## config.mk

```make
export PLATFORM = sky130hd
export DESIGN_NAME = tpt_sqrt_cell
export DESIGN_NICKNAME = d
export VERILOG_FILES = /design/src/sv/tpt_pkg.sv /design/src/sv/tpt_sqrt_cell.sv
export SDC_FILE = /design/constraint.sdc
export NUM_CORES = 1
export LEC_CHECK = 0
export BUFFER_PORTS_ARGS = -buffer_cell sky130_fd_sc_hd__buf_2
export CORE_AREA = 3 3 115 117
export CTS_CLUSTER_DIAMETER = 80
export CTS_CLUSTER_SIZE = 12
export DETAILED_ROUTE_END_ITERATION = 8
export DIE_AREA = 0 0 118 120
export PLACE_DENSITY_LB_ADDON = 0.25
export SLEW_MARGIN = 20
export SYNTH_ARGS = -nofsm -noshare
export SYNTH_HDL_FRONTEND = slang
export SYNTH_SLANG_ARGS = --single-unit
```

## constraint.sdc

```tcl
create_clock -name clk_i -period 5.9 [get_ports clk_i]
set_input_delay 0.295 -clock clk_i [delete_from_list [all_inputs] [get_ports clk_i]]
set_output_delay 0.295 -clock clk_i [all_outputs]
set_load 0.005 [all_outputs]
```

## src/sv/tpt_pkg.sv

```systemverilog
package tpt_pkg;

  // Fixed-point format
  localparam int FRAC_BITS = 16;

  // Field widths
  localparam int DIST_W = 32;
  localparam int SPD_W  = 32;
  localparam int SQ_W   = 48;
  localparam int ACC_W  = 40;
  localparam int TIME_W = 48;

  // Divider geometry: every quotient is saturated to QUO_W bits
  localparam int QUO_W  = 48;
  localparam int DIV_W  = ACC_W + 1;
  localparam int SUM_W  = SPD_W + 1;
  localparam int LNUM_W = SQ_W + FRAC_BITS;
  localparam int TSH_W  = 2 * FRAC_BITS + 1;
  localparam int TNUM_W = QUO_W + TSH_W;
  localparam int WIDE_W = DIST_W + ACC_W;

  // Square root geometry
  localparam int RAD_W    = SQ_W + FRAC_BITS;
  localparam int ROOT_W   = (RAD_W + 1) / 2;
  localparam int RADP_W   = 2 * ROOT_W;
  localparam int SQREM_W  = ROOT_W + 1;
  localparam int ROOT_DLY = QUO_W - ROOT_W;

  localparam int LANES = 3;

  localparam logic [SQ_W-1:0]  SQ_MAX  = '1;
  localparam logic [SPD_W-1:0] SPD_MAX = '1;
  localparam logic [QUO_W-1:0] QUO_MAX = '1;

  // Action codes
  localparam logic ACT_PLAN   = 1'b0;
  localparam logic ACT_DIRECT = 1'b1;

  typedef struct packed {
    logic              action;
    logic [DIST_W-1:0] distance;
    logic [SPD_W-1:0]  start_speed;
    logic [SPD_W-1:0]  end_speed;
    logic [SQ_W-1:0]   start_speed_sq;
    logic [SQ_W-1:0]   end_speed_sq;
    logic [SQ_W-1:0]   cruise_limit_sq;
    logic [ACC_W-1:0]  acceleration;
  } in_t;

  typedef struct packed {
    logic [SPD_W-1:0]  entry_speed;
    logic [SPD_W-1:0]  peak_speed;
    logic [SPD_W-1:0]  exit_speed;
    logic [TIME_W-1:0] ramp_up_time;
    logic [TIME_W-1:0] coast_time;
    logic [TIME_W-1:0] ramp_down_time;
    logic              bad_input;
  } out_t;

  // Sideband carried along the length/root chain
  typedef struct packed {
    logic [DIST_W-1:0] span;
    logic              bad;
    logic [1:0]        ovf;
  } side_a_t;

  // Sideband carried along the time chain
  typedef struct packed {
    logic [LANES-1:0][SPD_W-1:0] spd;
    logic                        bad;
    logic [LANES-1:0]            zero;
    logic [LANES-1:0]            ovf;
  } side_b_t;

endpackage

```

## src/sv/tpt_sqrt_cell.sv

```systemverilog
module tpt_sqrt_cell import tpt_pkg::*; (
  input  logic               clk_i,
  input  logic               en_i,
  input  logic [RADP_W-1:0]  rad_i,
  input  logic [SQREM_W-1:0] rem_i,
  input  logic [ROOT_W-1:0]  root_i,
  output logic [RADP_W-1:0]  rad_o,
  output logic [SQREM_W-1:0] rem_o,
  output logic [ROOT_W-1:0]  root_o
);

  logic [SQREM_W+1:0] cur, trial;
  logic               take;
  logic [SQREM_W-1:0] rem_d, rem_q;
  logic [RADP_W-1:0]  rad_q;
  logic [ROOT_W-1:0]  root_q;

  // One root bit: bring down two radicand bits, try (4r + 1)
  always_comb begin
    cur   = {rem_i, rad_i[RADP_W-1 -: 2]};
    trial = {1'b0, root_i, 2'b01};
    take  = cur >= trial;
    rem_d = take ? SQREM_W'(cur - trial) : SQREM_W'(cur);
  end

  always_ff @(posedge clk_i) begin
    if (en_i) begin
      rad_q  <= {rad_i[RADP_W-3:0], 2'b00};
      rem_q  <= rem_d;
      root_q <= {root_i[ROOT_W-2:0], take};
    end
  end

  assign rad_o  = rad_q;
  assign rem_o  = rem_q;
  assign root_o = root_q;

endmodule
```

==> impl_metrics.toml, run 1 <==
[status]
outcome = "completed"

[sta]
layout_min_cycle_time_ns = 3.19
setup_slack_ns = 2.71
setup_violations = 0
rsz0062_at_grt = "no"
max_slew_margin_pct = 38.9
max_freq_ghz = 0.313
tightest_slew_ns = 0.916
tns_ns = 0
post-route-period-util_pct = 54.1
finalHoldViolCount = 0
holdWs_ns = 0.0588
slew_violations = 0

[setup_path]
cp_slowest_stage_delay_ns = 0.46
endpoint_kind = "flop"
cp_cell_sequence = "buf_2, inv_1, ha_1, o21ai_0, a211oi_2, nand2_1, a221o_1, a21oi_1, a21oi_1, o21ai_4, buf_4, mux2_2"
cpMostUsedCell = "a21oi_1"
crit_start = "root_i[0]"
critPathLaunchType = "input pin"
worstPathMaxFanout = 39
slowest_stage = "o21ai_4"
arrival_ns = 3.35
path_class = "in -> reg"
worstPathRequired_ns = 6.06

[hold_path]
hold_depth = 1
min_from = "rad_i[7]"
hold_end = "rad_o[9]"
hp-class = "in -> reg"

[place]
placed_cells = 902
pre_cts_ws_ns = 2.30
portBuffers = 257
place_hpwl_mm = 11.8
dpl_cell_area_sq_um = 7530
place_congestion = 0.878

[detailed_routing]
wl_mm = 15.3
drcViolationCount = 0
ant_nets = 0
viasPerCell = 5.17
drtIter0Drc = 396
vias = 4828
wl_per_cell_um = 16.3
drt_first_pass_iters = 5

[logic_synthesis]
synth_top_family_by_area = "compound AO/OA/AOI/OAI gates"
synth_cell_types = 48
yosysWarnings = 0
yosys.area_share.simple_pct = 7.53
ys_seq_area_share_pct = 62.5
async_reset_ff_share_pct = 0
synth_compound_area_share_pct = 13.6
synth_edf_count = 127
syn_avg_cell_area_sq_um = 12.5
synth_top_cell_by_area = "edfxtp_1"
ys_top_cells_by_area = "edfxtp_1, ha_1, a21oi_1"
synthAdderAreaFrac_pct = 6.97
synth_top_flop_cell = "edfxtp_1"
netlist_area_sq_um = 6100
synth_xor_area_share_pct = 4.02
synth_top_area_share_pct = 62.5
synth_seq_cells = 127
synthCells = 488
synth_mux_area_share_pct = 1.29

[cts]
hold_buffers = 0
clkTransAtPathRegs_ns = 0.06
cts_tree = "yes"
cts_setup_buffers = 0
clock_path_buffers = 2
cts_buffers = 17
cts_htree_levels = 4
clock-sinks = 127
root_buffer = "clkbuf_16"
post_cts_resized = 0

[floorplan]
io_pins = 260
fp.dieW_um = 118
die_h_um = 120
initial_core_util_pct = 48.9
dieArea_sq_um = 14200
core-area_sq_um = 12500
rows = 41

[power]
p_leak_nw = 3.61
irDropWorstVdd_mv = 0.163
power_mw = 2.59
power.density_nw_per_um2 = 319

[global_routing]
grt_overflow = 0
grt_max_degree = 76
grt_first_pass_wirelength_mm = 24.0
grtUsageTotal_pct = 21.5
grt_pass1_vias = 4740
antenna_found_initial = 0

[final_layout]
instances_no_fill = 934
fillers = 989
layout.nets = 914
area_growth_syn_to_layout_pct = 33.1
regArea_sq_um = 3810
finalInstanceArea_sq_um = 8120
final_common_cell = "buf_2"
antenna_cells = 0
mostFrequentLayoutCells = "buf_2, edfxtp_1, a21oi_1, nor2_1, inv_1"
multi_input_area_sq_um = 2050
drive_above_1_share_pct = 39.8
utilization_pct = 65.1

[flow_run]
max_cap_violations = 0
[kinds of logic (layout without fill, tap and decap cells)]
family / Yosys count / after routing
AO/OA/AOI/OAI: 131 / 131
XOR/XNOR: 28 / 28
adder cells (fa/ha/maj): 34 / 34
buffers and inverters: 57 / 330
flip-flops: 127 / 127
multiplexers: 7 / 7
other: 1 / 2
AND/OR/NAND/NOR: 103 / 103
[worst max-delay path by stage]
stage / slack, ns / to
after detailed placement: 2.30 / rem_o[30]
after floorplan: 3.23 / rem_o[32]
final: 2.71 / rem_o[23]
after CTS: 2.72 / rem_o[23]
after global placement: 2.40 / rem_o[23]
after global routing: 2.49 / rem_o[23]
[critical path, delay by kind of cell]
kind / cells / cell delay, ns
AO/OA/AOI/OAI: 6 / 1.60
adder cells (fa/ha/maj): 1 / 0.33
buffers and inverters: 3 / 0.58
multiplexers: 1 / 0.39
AND/OR/NAND/NOR: 1 / 0.13
[report_power, final]
part	switching, mW	total (mW)	internal (mW)	leakage, nW
clock	0.401	1.03	0.628	0.281
combinational	0.240	0.437	0.197	2.09
sequential	0.0202	1.12	1.10	1.24
[routing by layer]
layer | wire [um] | part of all wire [%] | track usage [%]
met5 | 0 | 0 | 0
met4 | 289 | 1.9 | 8.42
met3 | 1200 | 7.8 | 6.93
met2 | 7850 | 51 | 38.1
met1 | 5920 | 39 | 24.1
[area by class of cell]
class,count,share of cell area (%)
clock inverters,15,2.00
clock buffers,17,5.24
inverters,39,1.80
multi-input cells,305,25.3
repair buffers,259,16.1
flip-flops and latches,127,47.0
well taps,172,2.65
[Yosys cell counts (2+ instances only)]
master    instances
edfxtp_1        127
a21o_1            9
buf_2             8
nand4_1           6
nor2_1           42
o21a_1            8
nand2_1          28
inv_1            39
mux2_2            7
xnor2_1          19
nand3_1           8
o211ai_1          2
nor3_1            5
ha_1             34
a221oi_1          2
o31ai_1           2
a41oi_1           2
o21ai_0          20
clkbuf_1          5
and3_1            3
xor2_1            9
a31oi_1           5
a21oi_2           2
o21bai_1          6
buf_4             4
a221o_1           3
nand2b_1          4
a211oi_2          2
a21oi_1          56
a211oi_1          3
[registers in the layout, summed over array words and instances, names as in the netlist]
| name | cells |
|---|---|
| rad_o | 62 |
| rem_o | 33 |
| root_o | 32 |
Power figures use the tool's default switching activity.
==> run 2, diff against run 1 <==
--- a/config.mk
+++ b/config.mk
@@ -6,11 +6,11 @@
 export NUM_CORES = 1
 export LEC_CHECK = 0
 export BUFFER_PORTS_ARGS = -buffer_cell sky130_fd_sc_hd__buf_2
-export CORE_AREA = 3 3 115 117
+export CORE_AREA = 3 3 124 126
 export CTS_CLUSTER_DIAMETER = 80
 export CTS_CLUSTER_SIZE = 12
 export DETAILED_ROUTE_END_ITERATION = 8
-export DIE_AREA = 0 0 118 120
+export DIE_AREA = 0 0 127 129
 export PLACE_DENSITY_LB_ADDON = 0.25
 export SLEW_MARGIN = 20
 export SYNTH_ARGS = -nofsm -noshare
==> constraint.sdc (replaced) <==
create_clock -name clk_i -period 2.7 [get_ports clk_i]
set_input_delay 0.135 -clock clk_i [delete_from_list [all_inputs] [get_ports clk_i]]
set_output_delay 0.135 -clock clk_i [all_outputs]
set_load 0.005 [all_outputs]
==> impl_metrics.toml, run 2 (synthesized netlist as in run 1, its figures left out) <==
[floorplan]
rows = 44
initial_core_util_pct = 42.3
core-area_sq_um = 14400
dieArea_sq_um = 16400
die_h_um = 129
io_pins = 260
fp.dieW_um = 127

[sta]
max_slew_margin_pct = 61.4
setup_violations = 0
tightest_slew_ns = 0.574
slew_violations = 0
max_freq_ghz = 0.389
layout_min_cycle_time_ns = 2.57
finalHoldViolCount = 0
holdWs_ns = 0.0502
tns_ns = 0
post-route-period-util_pct = 95.3
rsz0062_at_grt = "yes"

[setup_path]
slowest_stage = "dlygate4sd3_1"
cp_cell_sequence = "dlygate4sd3_1, buf_2, inv_1, ha_1, a21o_1, a211oi_1, o31a_1, inv_2, a31oi_4, o21ai_4, buf_12, nor2_1, a21oi_1"
path_class = "in -> reg"
worstPathMaxFanout = 20
critPathLaunchType = "input pin"
arrival_ns = 2.73
cp_slowest_stage_delay_ns = 0.53
worstPathRequired_ns = 2.86
endpoint_kind = "flop"

[place]
place_hpwl_mm = 12.7
place_congestion = 0.872
portBuffers = 257

[power]
power.density_nw_per_um2 = 629
switchingPower_mw = 1.53
p_comb_share_pct = 20.0
power_frac_seq_pct = 40.8
pwr-share-clk_pct = 39.2
irDropWorstVdd_mv = 0.360
p_sw_share_pct = 25.4
p_int_mw = 4.50
p_leak_nw = 4.29

[detailed_routing]
drt_first_pass_iters = 4
vias = 5401
wl_per_cell_um = 16.7
drtIter0Drc = 287
viasPerCell = 4.96
drcViolationCount = 0
ant_nets = 0
wl_mm = 18.2

[status]
outcome = "completed"

[final_layout]
layout.nets = 1056
area_growth_syn_to_layout_pct = 57.0
mostFrequentLayoutCells = "buf_2, edfxtp_1, dlygate4sd3_1, a21oi_1, buf_4"
drive_above_1_share_pct = 39.6
antenna_cells = 0
final_common_cell = "buf_2"
largest_reg_flops = 62

[global_routing]
busiest_layer = "met2"
use_met1_pct = 23.4
grt_use_met3_pct = 6.27
grt_first_pass_wirelength_mm = 27.7
antenna_found_initial = 0
grt_max_degree = 56
grt_pass1_vias = 5591
grt_overflow = 0
grtUsageTotal_pct = 21.5
use_met2_pct = 39.7

[cts]
root_buffer = "clkbuf_16"
clkTransAtPathRegs_ns = 0.06
clock_path_buffers = 2
cts_buffers = 17
clock-sinks = 127
cts_htree_levels = 4
cts_tree = "yes"

[flow_run]
max_cap_violations = 0

[hold_path]
hp-class = "in -> reg"
-- run 2: power groups by stage --
| stage | clock (mW) | sequential, mW | combinational, mW |
|---|---|---|---|
| CTS | 2.41 | 2.46 | 1.17 |
| floorplan | 0 | 2.53 | 0.475 |
| finish | 2.36 | 2.46 | 1.20 |
| global placement | 0 | 2.49 | 1.04 |
| global route | 2.50 | 2.48 | 1.32 |
| detailed placement | 0 | 2.50 | 1.06 |
-- run 2: layer usage --
layer	routed length [um]	vias to the layer above	part of all wire (%)
li1	-	2616	-
met1	7090	2533	39
met3	1250	33	6.9
met2	9440	219	52
met4	399	0	2.2
met5	0	-	0
-- run 2: stage by stage --
step | util [%] | cell area, sq um | setup slack (ns) | instances | power, mW
after floorplan | - | 6100 | 0.188 | 489 | 3.00
after global placement | 55.0 | 7940 | -0.172 | 961 | 3.53
after detailed placement | 55.0 | 7940 | -0.271 | 961 | 3.56
after CTS | 65.7 | 9480 | 0.0694 | 1086 | 6.04
after global routing | 66.4 | 9580 | -0.0156 | 1088 | 6.30
final | 66.4 | 9580 | 0.127 | 1088 | 6.03
-- run 2: cell type report --
cell class	count	area, sq um
Fill cell	1069	4850
Sequential cell	127	3810
Timing Repair Buffer	400	2640
Multi-Input combinational cell	306	2140
Clock buffer	18	429
Tap cell	184	230
Clock inverter	14	183
Inverter	39	146
-- run 2: timing repair --
item                                    4_1_cts  5_1_grt
endpoints found under the setup margin        0       31
hold buffers                                 93        0
hold endpoints to repair                     93        0
buffers inserted                              0        1
gates resized for setup                       0       15
-- run 2: critical path: cells and delay by family --
kind	cells	cell delay, ns
buf+inv	5	0.95
compound gates	6	1.21
simple gates	1	0.11
fa+ha+maj	1	0.32
-- run 2: worst paths after layout --
kind / startpoint / to / slack, ns / cells past startpoint
hold / removal: rem_i[27] / rem_o[29] / 0.05 / 2
setup / recovery: root_i[30] / rem_o[16] / 0.13 / 13
==> run 3, diff against run 2 <==
--- a/config.mk
+++ b/config.mk
@@ -6,11 +6,11 @@
 export NUM_CORES = 1
 export LEC_CHECK = 0
 export BUFFER_PORTS_ARGS = -buffer_cell sky130_fd_sc_hd__buf_2
-export CORE_AREA = 3 3 124 126
+export CORE_AREA = 3 3 115 117
 export CTS_CLUSTER_DIAMETER = 80
 export CTS_CLUSTER_SIZE = 12
 export DETAILED_ROUTE_END_ITERATION = 8
-export DIE_AREA = 0 0 127 129
+export DIE_AREA = 0 0 118 120
 export PLACE_DENSITY_LB_ADDON = 0.25
 export SLEW_MARGIN = 20
 export SYNTH_ARGS = -nofsm -noshare
==> constraint.sdc (replaced) <==
create_clock -name clk_i -period 3.2 [get_ports clk_i]
set_input_delay 0.16 -clock clk_i [delete_from_list [all_inputs] [get_ports clk_i]]
set_output_delay 0.16 -clock clk_i [all_outputs]
set_load 0.005 [all_outputs]
==> impl_metrics.toml, run 3 (synthesized netlist as in run 1, its figures left out) <==
[status]
outcome = "completed"

[setup_path]
worstPathMaxFanout = 4
crit_buf_inv = 3
path_class = "in -> reg"
arrival_ns = 3.27
critPathTopFamily = "compound AO/OA/AOI/OAI gates"
slowest_stage = "o31ai_1"
cpMostUsedCell = "a21oi_1"
endpoint_kind = "flop"
worstPathRequired_ns = 3.37
critPathLaunchType = "input pin"
cp_cell_sequence = "dlygate4sd3_1, buf_2, inv_1, ha_1, o21a_1, o31ai_2, a21oi_1, a221o_1, a21oi_2, o31ai_1, a21oi_1, xnor2_1, mux2_2"
cp_slowest_stage_delay_ns = 0.59

[detailed_routing]
wl_per_cell_um = 17.9
drtIter0Drc = 415
wl_mm = 18.6
ant_nets = 0
drcViolationCount = 0
vias = 5357
viasPerCell = 5.16
drt_first_pass_iters = 5

[floorplan]
fp.dieW_um = 118
initial_core_util_pct = 48.9
dieArea_sq_um = 14200
rows = 41
io_pins = 260
die_h_um = 120
core-area_sq_um = 12500

[global_routing]
grt_first_pass_wirelength_mm = 28.5
grt_max_degree = 69
grt_pass1_vias = 5445
antenna_found_initial = 0
grt_overflow = 0
grtUsageTotal_pct = 25.6

[place]
pre_cts_ws_ns = -0.00491
place_hpwl_mm = 12.0
portBuffers = 257
placed_cells = 912
place_congestion = 0.834

[cts]
cts_htree_levels = 4
clkTransAtPathRegs_ns = 0.06
cts_buffers = 17
root_buffer = "clkbuf_16"
cts_tree = "yes"
clock_path_buffers = 2
clock-sinks = 127

[sta]
setup_violations = 0
slew_violations = 0
max_freq_ghz = 0.322
layout_min_cycle_time_ns = 3.11
max_slew_margin_pct = 55.4
holdWs_ns = 0.0697
post-route-period-util_pct = 97.0
setup_slack_ns = 0.0944
tightest_slew_ns = 0.669
finalHoldViolCount = 0

[final_layout]
area_growth_syn_to_layout_pct = 50.0
final_common_cell = "buf_2"
largest_reg_flops = 62
mostFrequentLayoutCells = "buf_2, edfxtp_1, dlygate4sd3_1, a21oi_1, nor2_1"
antenna_cells = 0
drive_above_1_share_pct = 36.4
instances_no_fill = 1039
layout.nets = 1020

[power]
power.density_nw_per_um2 = 533
power_mw = 4.88
irDropWorstVdd_mv = 0.291
p_leak_nw = 4.05

[flow_run]
max_cap_violations = 0

[hold_path]
hp-class = "in -> reg"
[run 3: cell type report]
type	count	area [sq um]
Clock buffer	17	425
Clock inverter	14	143
Fill cell	828	3320
Inverter	39	146
Multi-Input combinational cell	307	2070
Sequential cell	127	3810
Tap cell	172	215
Timing Repair Buffer	363	2330
[run 3: final timing paths]
| path | from | slack, ns | cells past startpoint | endpoint |
|---|---|---|---|---|
| worst max-delay path | root_i[2] | 0.09 | 13 | rem_o[30] |
| worst min-delay path | rem_i[12] | 0.07 | 2 | rem_o[14] |
[run 3: where the power goes]
part	internal (mW)	switching, mW
registers	2.03	0.0483
clock network	1.14	0.722
logic	0.454	0.485
[run 3: repair_timing]
item,4_1_cts,5_1_grt
setup endpoints to repair,0,25
resized for setup,0,2
endpoints found under the hold margin,93,0
setup buffers,0,1
hold buffers,93,0
[run 3: per-stage QoR]
step / area (sq um) / TNS [ns] / utilization [%]
CTS: 9120 / 0 / 73.1
finish: 9150 / 0 / 73.4
detailed placement: 7620 / -0.00830 / 61.1
global route: 9150 / -0.00203 / 73.4
floorplan: 6100 / 0 / -
global placement: 7620 / 0 / 61.1
[run 3: metal layers]
metal | wire (um) | track usage, %
met4 | 395 | 7.99
met5 | 0 | 0
met1 | 7280 | 29.2
met2 | 9770 | 47.5
met3 | 1120 | 6.08
