**src/sv/tpt_pkg.sv**
```systemverilog
package tpt_pkg;

  // Fixed-point format
  localparam int FRAC_BITS = 16;

  // Field widths
  localparam int DIST_W = 32;
  localparam int SPD_W  = 32;
  localparam int SQ_W   = 48;
  localparam int ACC_W  = 40;
  localparam int TIME_W = 48;

  // Divider geometry: every quotient is saturated to QUO_W bits
  localparam int QUO_W  = 48;
  localparam int DIV_W  = ACC_W + 1;
  localparam int SUM_W  = SPD_W + 1;
  localparam int LNUM_W = SQ_W + FRAC_BITS;
  localparam int TSH_W  = 2 * FRAC_BITS + 1;
  localparam int TNUM_W = QUO_W + TSH_W;
  localparam int WIDE_W = DIST_W + ACC_W;

  // Square root geometry
  localparam int RAD_W    = SQ_W + FRAC_BITS;
  localparam int ROOT_W   = (RAD_W + 1) / 2;
  localparam int RADP_W   = 2 * ROOT_W;
  localparam int SQREM_W  = ROOT_W + 1;
  localparam int ROOT_DLY = QUO_W - ROOT_W;

  localparam int LANES = 3;

  localparam logic [SQ_W-1:0]  SQ_MAX  = '1;
  localparam logic [SPD_W-1:0] SPD_MAX = '1;
  localparam logic [QUO_W-1:0] QUO_MAX = '1;

  // Action codes
  localparam logic ACT_PLAN   = 1'b0;
  localparam logic ACT_DIRECT = 1'b1;

  typedef struct packed {
    logic              action;
    logic [DIST_W-1:0] distance;
    logic [SPD_W-1:0]  start_speed;
    logic [SPD_W-1:0]  end_speed;
    logic [SQ_W-1:0]   start_speed_sq;
    logic [SQ_W-1:0]   end_speed_sq;
    logic [SQ_W-1:0]   cruise_limit_sq;
    logic [ACC_W-1:0]  acceleration;
  } in_t;

  typedef struct packed {
    logic [SPD_W-1:0]  entry_speed;
    logic [SPD_W-1:0]  peak_speed;
    logic [SPD_W-1:0]  exit_speed;
    logic [TIME_W-1:0] ramp_up_time;
    logic [TIME_W-1:0] coast_time;
    logic [TIME_W-1:0] ramp_down_time;
    logic              bad_input;
  } out_t;

  // Sideband carried along the length/root chain
  typedef struct packed {
    logic [DIST_W-1:0] span;
    logic              bad;
    logic [1:0]        ovf;
  } side_a_t;

  // Sideband carried along the time chain
  typedef struct packed {
    logic [LANES-1:0][SPD_W-1:0] spd;
    logic                        bad;
    logic [LANES-1:0]            zero;
    logic [LANES-1:0]            ovf;
  } side_b_t;

endpackage

```
**src/sv/tpt_div_cell.sv**
```systemverilog
module tpt_div_cell import tpt_pkg::*; (
  input  logic             clk_i,
  input  logic             en_i,
  input  logic [DIV_W-1:0] den_i,
  input  logic [DIV_W-1:0] rem_i,
  input  logic [QUO_W-1:0] num_i,
  input  logic [QUO_W-1:0] quo_i,
  output logic [DIV_W-1:0] den_o,
  output logic [DIV_W-1:0] rem_o,
  output logic [QUO_W-1:0] num_o,
  output logic [QUO_W-1:0] quo_o
);

  logic [DIV_W:0]   trial;
  logic             take;
  logic [DIV_W-1:0] den_q, rem_q, rem_d;
  logic [QUO_W-1:0] num_q, quo_q;

  // One restoring step: bring in the next dividend bit, subtract if it fits
  always_comb begin
    trial = {rem_i, num_i[QUO_W-1]};
    take  = trial >= {1'b0, den_i};
    rem_d = take ? DIV_W'(trial - {1'b0, den_i}) : DIV_W'(trial);
  end

  always_ff @(posedge clk_i) begin
    if (en_i) begin
      den_q <= den_i;
      rem_q <= rem_d;
      num_q <= {num_i[QUO_W-2:0], 1'b0};
      quo_q <= {quo_i[QUO_W-2:0], take};
    end
  end

  assign den_o = den_q;
  assign rem_o = rem_q;
  assign num_o = num_q;
  assign quo_o = quo_q;

endmodule

```
**config.mk**
```make
export PLATFORM = sky130hd
export DESIGN_NAME = tpt_div_cell
export DESIGN_NICKNAME = d
export VERILOG_FILES = /design/src/sv/tpt_pkg.sv /design/src/sv/tpt_div_cell.sv
export SDC_FILE = /design/constraint.sdc
export NUM_CORES = 1
export LEC_CHECK = 0
export CAP_MARGIN = 20
export CORE_AREA = 2 2 137 139
export CTS_CLUSTER_DIAMETER = 80
export DETAILED_ROUTE_END_ITERATION = 10
export DIE_AREA = 0 0 139 141
export DONT_BUFFER_PORTS = 1
export MAX_ROUTING_LAYER = met4
export PLACE_DENSITY = 0.7
export SYNTH_ARGS = -nofsm -noshare
export SYNTH_HDL_FRONTEND = slang
export SYNTH_SLANG_ARGS = --single-unit
```
**constraint.sdc**
```tcl
create_clock -name clk_i -period 5.7 [get_ports clk_i]
set_clock_uncertainty 0.1 [all_clocks]
set_input_delay 1.14 -clock clk_i [delete_from_list [all_inputs] [get_ports clk_i]]
set_output_delay 1.14 -clock clk_i [all_outputs]
set_load 0.005 [all_outputs]
```
==> results of run 1 <==
==> flip-flops by register name, summed over array words and instances (netlist names) <==
register  cells
den_o        41
num_o        47
quo_o        48
rem_o        41
==> stage by stage <==
stage,instances,hold WS (ns),power [uW]
final,914,0.703,3190
after global routing,914,0.675,3320
after CTS,914,0.680,3220
after detailed placement,882,1.14,2070
after global placement,882,1.14,2060
after floorplan,669,1.14,1970
==> final cells by class <==
class / count / area (sq um) / area share
clock inverters: 14 / 158 / 0.0171
multi-input cells: 412 / 2770 / 0.301
well taps: 234 / 293 / 0.0318
inverters: 57 / 214 / 0.0233
clock buffers: 18 / 429 / 0.0467
repair buffers: 2 / 15.0 / 0.00163
flip-flops and latches: 177 / 5320 / 0.578
==> final timing paths <==
kind	cells past startpoint	endpoint	slack, ns
worst min-delay path	0	den_o[22]$_DFFE_PP_	0.70
worst max-delay path	13	rem_o[39]$_DFFE_PP_	1.47
==> layout by cell type (no fill, tap or decap), types with 7 or more instances in the layout <==
cell type,Yosys,final
nand3_1,9,9
o211ai_1,11,11
xnor2_1,19,19
ha_1,41,41
clkbuf_16,0,17
o21ai_0,44,44
edfxtp_1,177,177
a21o_1,11,11
nor2_1,24,24
nand2_1,71,71
nand4_1,12,12
o21ai_1,12,12
o21bai_1,8,8
nor3_1,7,7
xor2_1,14,14
inv_1,57,57
a21oi_1,43,43
==> logic make-up after synthesis <==
kind of cell | share of synthesized area
compound gates | 0.139
xor+xnor | 0.0342
fa+ha+maj | 0.0631
buf+inv | 0.0429
flops | 0.629
mux | 0.00785
other cells | 0.000444
simple gates | 0.0829
==> report_power, final <==
| group | internal (uW) | switching (uW) |
|---|---|---|
| Sequential | 1590 | 76.4 |
| Clock | 593 | 560 |
| Combinational | 148 | 225 |
==> layer usage <==
layer  routed length, um  GRT usage  part of all wire  up-vias
li1                    -          -                 -     2485
met1                8150      0.243              0.39     2559
met2               10800      0.354              0.52      237
met3                1630     0.0645             0.078       13
met4                 155     0.0510            0.0075        0
met5                   0          -                 0        -
==> key figures, run 1 <==
Critical path
  – CP required: between 5 and 6 ns
  – Crit path capture type: flop
  – Cell Chain, Critical Path: inv_1 > ha_1 > inv_1 > fa_1 > a21o_1 > a22o_1 > o31a_1 > a2111o_1 > a21oi_2 > o221a_4 > buf_4 > nor2_1 > a32oi_1
  – Crit start category: input pin
  – CP delay by family, top: compound AO/OA/AOI/OAI gates
  – Critical Path Fanout Max: 54
  – Crit path buffers/inverters: 3
  – Slowest-stage cell, CP: o221a_4
  – CP startpoint: num_i[47]
  – Setup CP Type: input pin to flop
  – Worst EP arrival: between 4 and 5 ns
  – CP dominant cell by count: inv_1
  – Highest cell delay on the worst timing path: 0.61 ns

Clock network
  – CTS tree: done
  – Hold_buf cts: 0
  – Clock sink count: 177
  – Clock root buffer: clkbuf_16
  – Num CTS Buffers: 17
  – Postcts setup bufs: 0
  – CTS Buffer Depth: 2
  – Resized cells post-CTS: 0
  – Clk slew on worst S/H paths: about 0.080 ns
  – CTS H-tree lvls: 4

Timing
  – Number of setup violations in the final report: 0
  – Final period utilization: 0.743
  – Worst setup margin: around 1.5 ns
  – Final slew viol count: 0
  – Rel. slew slack: 0.573
  – Setup TNS Final: 0 ns
  – Slew of the pin with the lowest slew margin: about 0.63 ns
  – RSZ-0062 raised after global routing: no
  – Post-route minimum period: 4.23 ns
  – Peak Freq: 236 MHz
  – Final hold vios: 0

Synth
  – Ys flop type: edfxtp_1
  – Sequential area share after synthesis: 0.629
  – Post-Synthesis Cells: between 600 and 700
  – Ranking of synthesized cells by area: edfxtp_1 (63%), ha_1 (6.1%), nand2_1 (3.2%)
  – FF+latch count, synth: around 180
  – Syn Area/Cell: 12.6 sq um
  – Top cell type's share of synthesized area: 0.629
  – Leading area contributor after synthesis: edfxtp_1
  – Post-synth EDFFs: roughly 180
  – Ys async rst share: 0
  – Synth cell count leaders: edfxtp_1 (177), nand2_1 (71), inv_1 (57), o21ai_0 (44), a21oi_1 (43)
  – Post-Syn Area: between 8000 and 9000 sq um
  – Yosys warning count: 0
  – Synth cell types: 69
  – Most common cell in the netlist: edfxtp_1
  – Syn Nets: just under 900

Global route
  – Initial antenna violation count: 0
  – Largest net degree at the start of global routing: 178
  – Vias in the first global route: roughly 5200
  – Tot GR Track Use: 0.208
  – First-pass GRT wire length: 30300 um
  – GR Overflow Total: 0

Cells and area
  – ANT cells: 0
  – Layout area overhead: 8.83%
  – Core Util, Final: 0.503
  – Layout cells sized above 1: 0.0662
  – Final nets: roughly 890
  – Post-route cell area: around 9200 sq um
  – Fill cell count: 1604

Floorplan
  – Die height: 141 um
  – I/O Pins: 358
  – Die area: 19600 sq um
  – Number of cell rows: 50
  – Initial Util: 0.462
  – Die width: approximately 140 um
  – Core area: between 15000 and 20000 sq um

Placed design
  – Final GP Congestion: ~0.93
  – I/O Buffers: 0
  – DP Worst Slack: between 1 and 1.5 ns
  – HPWL Detailed: ~16000 um
  – DP Area: 8610 sq um

Power and ir drop
  – Pwr dens: 347 nW/um^2
  – VDD IR-drop max: 0.189 mV
  – Lkg Pwr: ~0.0034 uW

Detailed routing
  – Wire per inst: between 20 and 25 um
  – Detail Route Antenna Nets: 0
  – Via-per-instance ratio: between 5 and 6
  – Number of DRC markers in iteration 0: around 330
  – WL final: between 20000 and 25000 um
  – Via count: about 5300
  – First-pass detailed-route iteration total: 5
  – DRC viols: 0

Worst hold path
  – Worst hold path class: input pin to flop
  – Worst hold path startpoint: den_i[22]

Flow run
  – # Max-Cap Violations: 0

Outcome
  – Status: finished, final reports clean
No activity file was read; power rests on OpenSTA's default activity.
==> run 2, diff against run 1 <==
Clock period 5.7 ns to 4.2 ns, I/O delays scaled along.
==> key figures, run 2 (synthesis results as in run 1) <==
Outcome
  – Status: finished, final reports clean

Clock network
  – Clk slew on worst S/H paths: 0.08 ns (about the same)
  – Postcts setup bufs: 0 (unchanged)
  – Hold_buf cts: 0 (unchanged)
  – Clock root buffer: clkbuf_16
  – Resized cells post-CTS: 0 (unchanged)
  – CTS H-tree lvls: 4 (unchanged)
  – CTS tree: done
  – Num CTS Buffers: 17 (unchanged)
  – CTS Buffer Depth: 2 (unchanged)
  – Clock sink count: 177 (unchanged)

Timing
  – Setup TNS Final: 0 ns (unchanged)
  – Final slew viol count: 0 (unchanged)
  – Final hold vios: 0 (unchanged)
  – Slew of the pin with the lowest slew margin: 0.651 ns (+0.0163 ns)
  – RSZ-0062 raised after global routing: no
  – Rel. slew slack: 0.562 (-0.0109)
  – Number of setup violations in the final report: 0 (unchanged)
  – Final period utilization: 0.842
  – Hold slack: 0.392 ns (-0.311 ns)
  – Post-route minimum period: around 3.5 ns
  – Peak Freq: around 280 MHz

Global route
  – GR Overflow Total: 0 (unchanged)
  – Largest net degree at the start of global routing: 178 (unchanged)
  – Vias in the first global route: 5210 (+0.83%)
  – Initial antenna violation count: 0 (unchanged)
  – Tot GR Track Use: 0.212 (+0.00377)
  – First-pass GRT wire length: 30700 um (+1.2%)

Cells and area
  – Commonest non-fill, non-tap cell in the layout: edfxtp_1
  – ANT cells: 0 (unchanged)
  – Area of the multi-input gates: 2770 sq um (unchanged)
  – Max reg flops: 48 (unchanged)
  – Layout cells sized above 1: 0.0730 (+0.00682)
  – Layout area overhead: 9.42%
  – Most frequent cells in the layout: edfxtp_1 (177), nand2_1 (71), inv_1 (57), o21ai_0 (44), a21oi_1 (43)
  – Post-route cell area: 9240 sq um (+0.54%)
  – Area occupied by registers: 5320 sq um (unchanged)
  – Fill cell count: 1602 (-0.12%)
  – Final nets: 894 (+0.56%)
  – Core Util, Final: 0.506 (+0.00274)
  – Post-Layout Cell Count: 919 (+0.55%)

Detailed routing
  – DRC viols: 0 (unchanged)
  – Detail Route Antenna Nets: 0 (unchanged)
  – WL final: 21100 um (+1.5%)
  – Number of DRC markers in iteration 0: 292 (-13%)
  – First-pass detailed-route iteration total: 5 (unchanged)
  – Via-per-instance ratio: 5.88 (+1.5%)
  – Wire per inst: 22.9 um (+0.99%)
  – Via count: 5404 (+2.1%)

Floorplan
  – Core area: 18300 sq um (unchanged)
  – Die height: 141 um (unchanged)
  – Number of cell rows: 50 (unchanged)
  – Initial Util: 0.462 (unchanged)
  – Die area: 19600 sq um (unchanged)
  – Die width: 139 um (unchanged)
  – I/O Pins: 358 (unchanged)

Critical path
  – Cell Chain, Critical Path: inv_1 > ha_1 > inv_1 > fa_1 > a21o_1 > a22o_1 > o31a_1 > a2111o_1 > a21oi_2 > o221a_4 > buf_4 > mux2_1
  – CP required: 4.28 ns (-1.59 ns)
  – Crit start category: input pin
  – Highest cell delay on the worst timing path: 0.40 ns (-0.21 ns)
  – Slowest-stage cell, CP: fa_1
  – Setup CP Type: input pin to flop
  – Crit path capture type: flop
  – Worst EP arrival: 3.62 ns (-0.78 ns)
  – Critical Path Fanout Max: 16 (-70%)
  – CP dominant cell by count: inv_1

Power and ir drop
  – Pwr dens: 470 nW/um^2 (+35%)
  – VDD IR-drop max: 0.253 mV (+34%)
  – Lkg Pwr: 0.00342 uW (+0.85%)

Placed design
  – I/O Buffers: 0 (unchanged)
  – HPWL Detailed: 16100 um (+2.4%)
  – DP Area: 8660 sq um (+0.58%)
  – Final GP Congestion: 0.873 (-6.1%)
  – Placed Cells incl. Taps: 887 (+0.57%)

Worst hold path
  – Worst hold path class: input pin to flop

Flow run
  – # Max-Cap Violations: 0 (unchanged)
run 2: final timing paths:
check / from / endpoint / slack, ns / cells after the start
hold / removal: den_i[28] / den_o[28]$_DFFE_PP_ / 0.39 / 0
setup / recovery: num_i[47] / rem_o[1]$_DFFE_PP_ / 0.66 / 12
run 2: power breakdown:
group          internal (uW)  switching (uW)  leakage (uW)
registers               2160             104       0.00173
clock network            804             757      0.000288
logic                    209             310       0.00141
total                   3170            1170       0.00342
run 2: critical path, delay by kind of cell:
family	cells	cell delay [ns]
fa+ha+maj	2	0.54
compound gates	6	1.58
mux	1	0.35
buf+inv	3	0.29
run 2: routing by layer:
metal	track usage	up-vias	wire, um
li1	-	2505	-
met1	0.239	2610	8040
met2	0.357	267	10800
met3	0.0751	22	1930
met4	0.0654	0	323
met5	-	-	0
run 2: area by class of cell:
| type | instances | share of cell area |
|---|---|---|
| clock buffer | 18 | 0.0464 |
| clock inverter | 14 | 0.0171 |
| inverter | 57 | 0.0231 |
| multi-input combinational | 412 | 0.300 |
| sequential | 177 | 0.575 |
| tap | 234 | 0.0317 |
| timing repair buffer | 7 | 0.00704 |
run 2: per-stage QoR:
stage	setup slack [ns]	power [uW]
6_report	0.664	4340
4_1_cts	0.646	4380
5_1_grt	0.537	4510
3_5_place_dp	0.192	2820
3_3_place_gp	0.229	2810
2_1_floorplan	0.481	2670
==> run 3, diff against run 2 <==
Settings changed: PLACE_DENSITY 0.7 to 0.73.
Clock period 4.2 ns to 3.15 ns, I/O delays scaled along.
==> key figures, run 3 (synthesis results as in run 1) <==
Power and ir drop
  – VDD IR-drop max: 0.367 mV (+45%)
  – Pwr dens: 591 nW/um^2 (+26%)
  – Lkg Pwr: 0.00398 uW (+16%)

Detailed routing
  – First-pass detailed-route iteration total: 5 (unchanged)
  – DRC viols: 0 (unchanged)
  – Detail Route Antenna Nets: 0 (unchanged)
  – Wire per inst: 21.6 um (-6.1%)
  – Via-per-instance ratio: 5.59 (-4.9%)
  – Via count: 5769 (+6.8%)
  – WL final: 22200 um (+5.5%)
  – Number of DRC markers in iteration 0: 272 (-6.8%)

Critical path
  – Crit path buffers/inverters: 3 (unchanged)
  – Highest cell delay on the worst timing path: 0.43 ns (+0.03 ns)
  – Setup CP Type: input pin to flop
  – CP delay by family, top: compound AO/OA/AOI/OAI gates
  – Cell Chain, Critical Path: inv_12 > ha_4 > inv_2 > fa_2 > a21o_1 > a22o_1 > o31a_1 > a2111o_1 > a21oi_4 > o221a_4 > buf_12 > mux2_1
  – Crit start category: input pin
  – Slowest-stage cell, CP: a2111o_1
  – Worst EP arrival: 3.19 ns (-0.43 ns)
  – Crit path capture type: flop
  – Critical Path Fanout Max: 14 (-2)
  – CP required: 3.23 ns (-1.05 ns)
  – WP depth: 12 (unchanged)

Timing
  – Hold slack: 0.190 ns (-0.202 ns)
  – Worst setup margin: 0.0336 ns (-0.630 ns)
  – RSZ-0062 raised after global routing: yes
  – Final period utilization: 0.989
  – Rel. slew slack: 0.654 (+0.0920)
  – Slew of the pin with the lowest slew margin: 0.518 ns (-0.132 ns)
  – Peak Freq: between 300 and 400 MHz
  – Post-route minimum period: between 3 and 4 ns
  – Final slew viol count: 0 (unchanged)
  – Final hold vios: 0 (unchanged)
  – Number of setup violations in the final report: 0 (unchanged)

Cells and area
  – Post-Layout Cell Count: 1032 (+12%)
  – Fill cell count: 1532 (-4.4%)
  – Layout cells sized above 1: 0.213 (+0.140)
  – Post-route cell area: 10100 sq um (+9.8%)
  – Area occupied by registers: 5320 sq um (unchanged)
  – Most frequent cells in the layout: edfxtp_1 (177), buf_4 (117), nand2_1 (71), inv_1 (54), a21oi_1 (43)
  – Commonest non-fill, non-tap cell in the layout: edfxtp_1
  – Area of the multi-input gates: 2800 sq um (+1.2%)
  – Max reg flops: 48 (unchanged)
  – Layout area overhead: 20.1%
  – Final nets: 1007 (+13%)
  – ANT cells: 0 (unchanged)

Global route
  – First-pass GRT wire length: 33000 um (+7.6%)
  – Met3 GRT Util: 0.0690 (-0.00611)
  – GRT met1 Usage: 0.252 (+0.0126)
  – Largest net degree at the start of global routing: 178 (unchanged)
  – GR Overflow Total: 0 (unchanged)
  – Grt peak-use layer: met2
  – Met2 usage: 0.388 (+0.0309)
  – Initial antenna violation count: 0 (unchanged)
  – Vias in the first global route: 5805 (+11%)
  – Tot GR Track Use: 0.226 (+0.0141)

Floorplan
  – Number of cell rows: 50 (unchanged)
  – I/O Pins: 358 (unchanged)
  – Initial Util: 0.462 (unchanged)
  – Die height: 141 um (unchanged)
  – Core area: 18300 sq um (unchanged)
  – Die width: 139 um (unchanged)
  – Die area: 19600 sq um (unchanged)

Clock network
  – CTS tree: done
  – Clk slew on worst S/H paths: 0.08 ns (about the same)
  – CTS H-tree lvls: 4 (unchanged)
  – Clock root buffer: clkbuf_16
  – CTS Buffer Depth: 2 (unchanged)
  – Num CTS Buffers: 17 (unchanged)
  – Clock sink count: 177 (unchanged)

Flow run
  – # Max-Cap Violations: 0 (unchanged)

Placed design
  – DP Worst Slack: -0.497 ns (-0.689 ns)
  – DP Area: 9500 sq um (+9.7%)
  – Placed Cells incl. Taps: 995 (+12%)
  – HPWL Detailed: 17400 um (+7.6%)
  – I/O Buffers: 0 (unchanged)
  – Final GP Congestion: 0.937 (+7.4%)

Worst hold path
  – WHS Path Cells: 0 (unchanged)
  – Worst hold path class: input pin to flop

Outcome
  – Status: finished, final reports clean
==> run 3: power by group <==
| part | leakage [uW] | total [uW] | switching [uW] | internal [uW] |
|---|---|---|---|---|
| Combinational | 0.00196 | 900 | 464 | 436 |
| Clock | 0.000288 | 2080 | 1000 | 1070 |
| Sequential | 0.00173 | 3020 | 142 | 2880 |
==> run 3: area by class of cell <==
type | instances | area share
clock buffers | 18 | 0.0423
clock inverters | 14 | 0.0155
inverters | 57 | 0.0223
multi-input cells | 412 | 0.276
flip-flops and latches | 177 | 0.524
well taps | 234 | 0.0289
repair buffers | 120 | 0.0908
==> run 3: path summary, 6_finish.rpt <==
| check | start | endpoint | slack [ns] |
|---|---|---|---|
| hold / removal | den_i[32] | den_o[32]$_DFFE_PP_ | 0.19 |
| setup / recovery | num_i[47] | rem_o[8]$_DFFE_PP_ | 0.03 |
==> run 3: per-layer routing <==
layer | wire length, um | vias to the layer above
met5 | 0 | -
met4 | 473 | 0
met3 | 1640 | 28
met2 | 11600 | 233
met1 | 8520 | 2786
li1 | - | 2722
==> run 3: per-stage QoR <==
stage | setup TNS [ns] | utilization | total power [uW]
after floorplan | -3.85 | - | 3560
after global placement | -13.71 | 0.520 | 3930
after CTS | 0 | 0.552 | 6040
after detailed placement | -16.29 | 0.520 | 3950
final | 0 | 0.555 | 6000
after global routing | -0.0887 | 0.555 | 6260
==> run 3: timing repair <==
item	in CTS	in global routing
buffers inserted	0	5
resized for setup	1	3
hold buffers	0	0
setup endpoints to repair	5	26
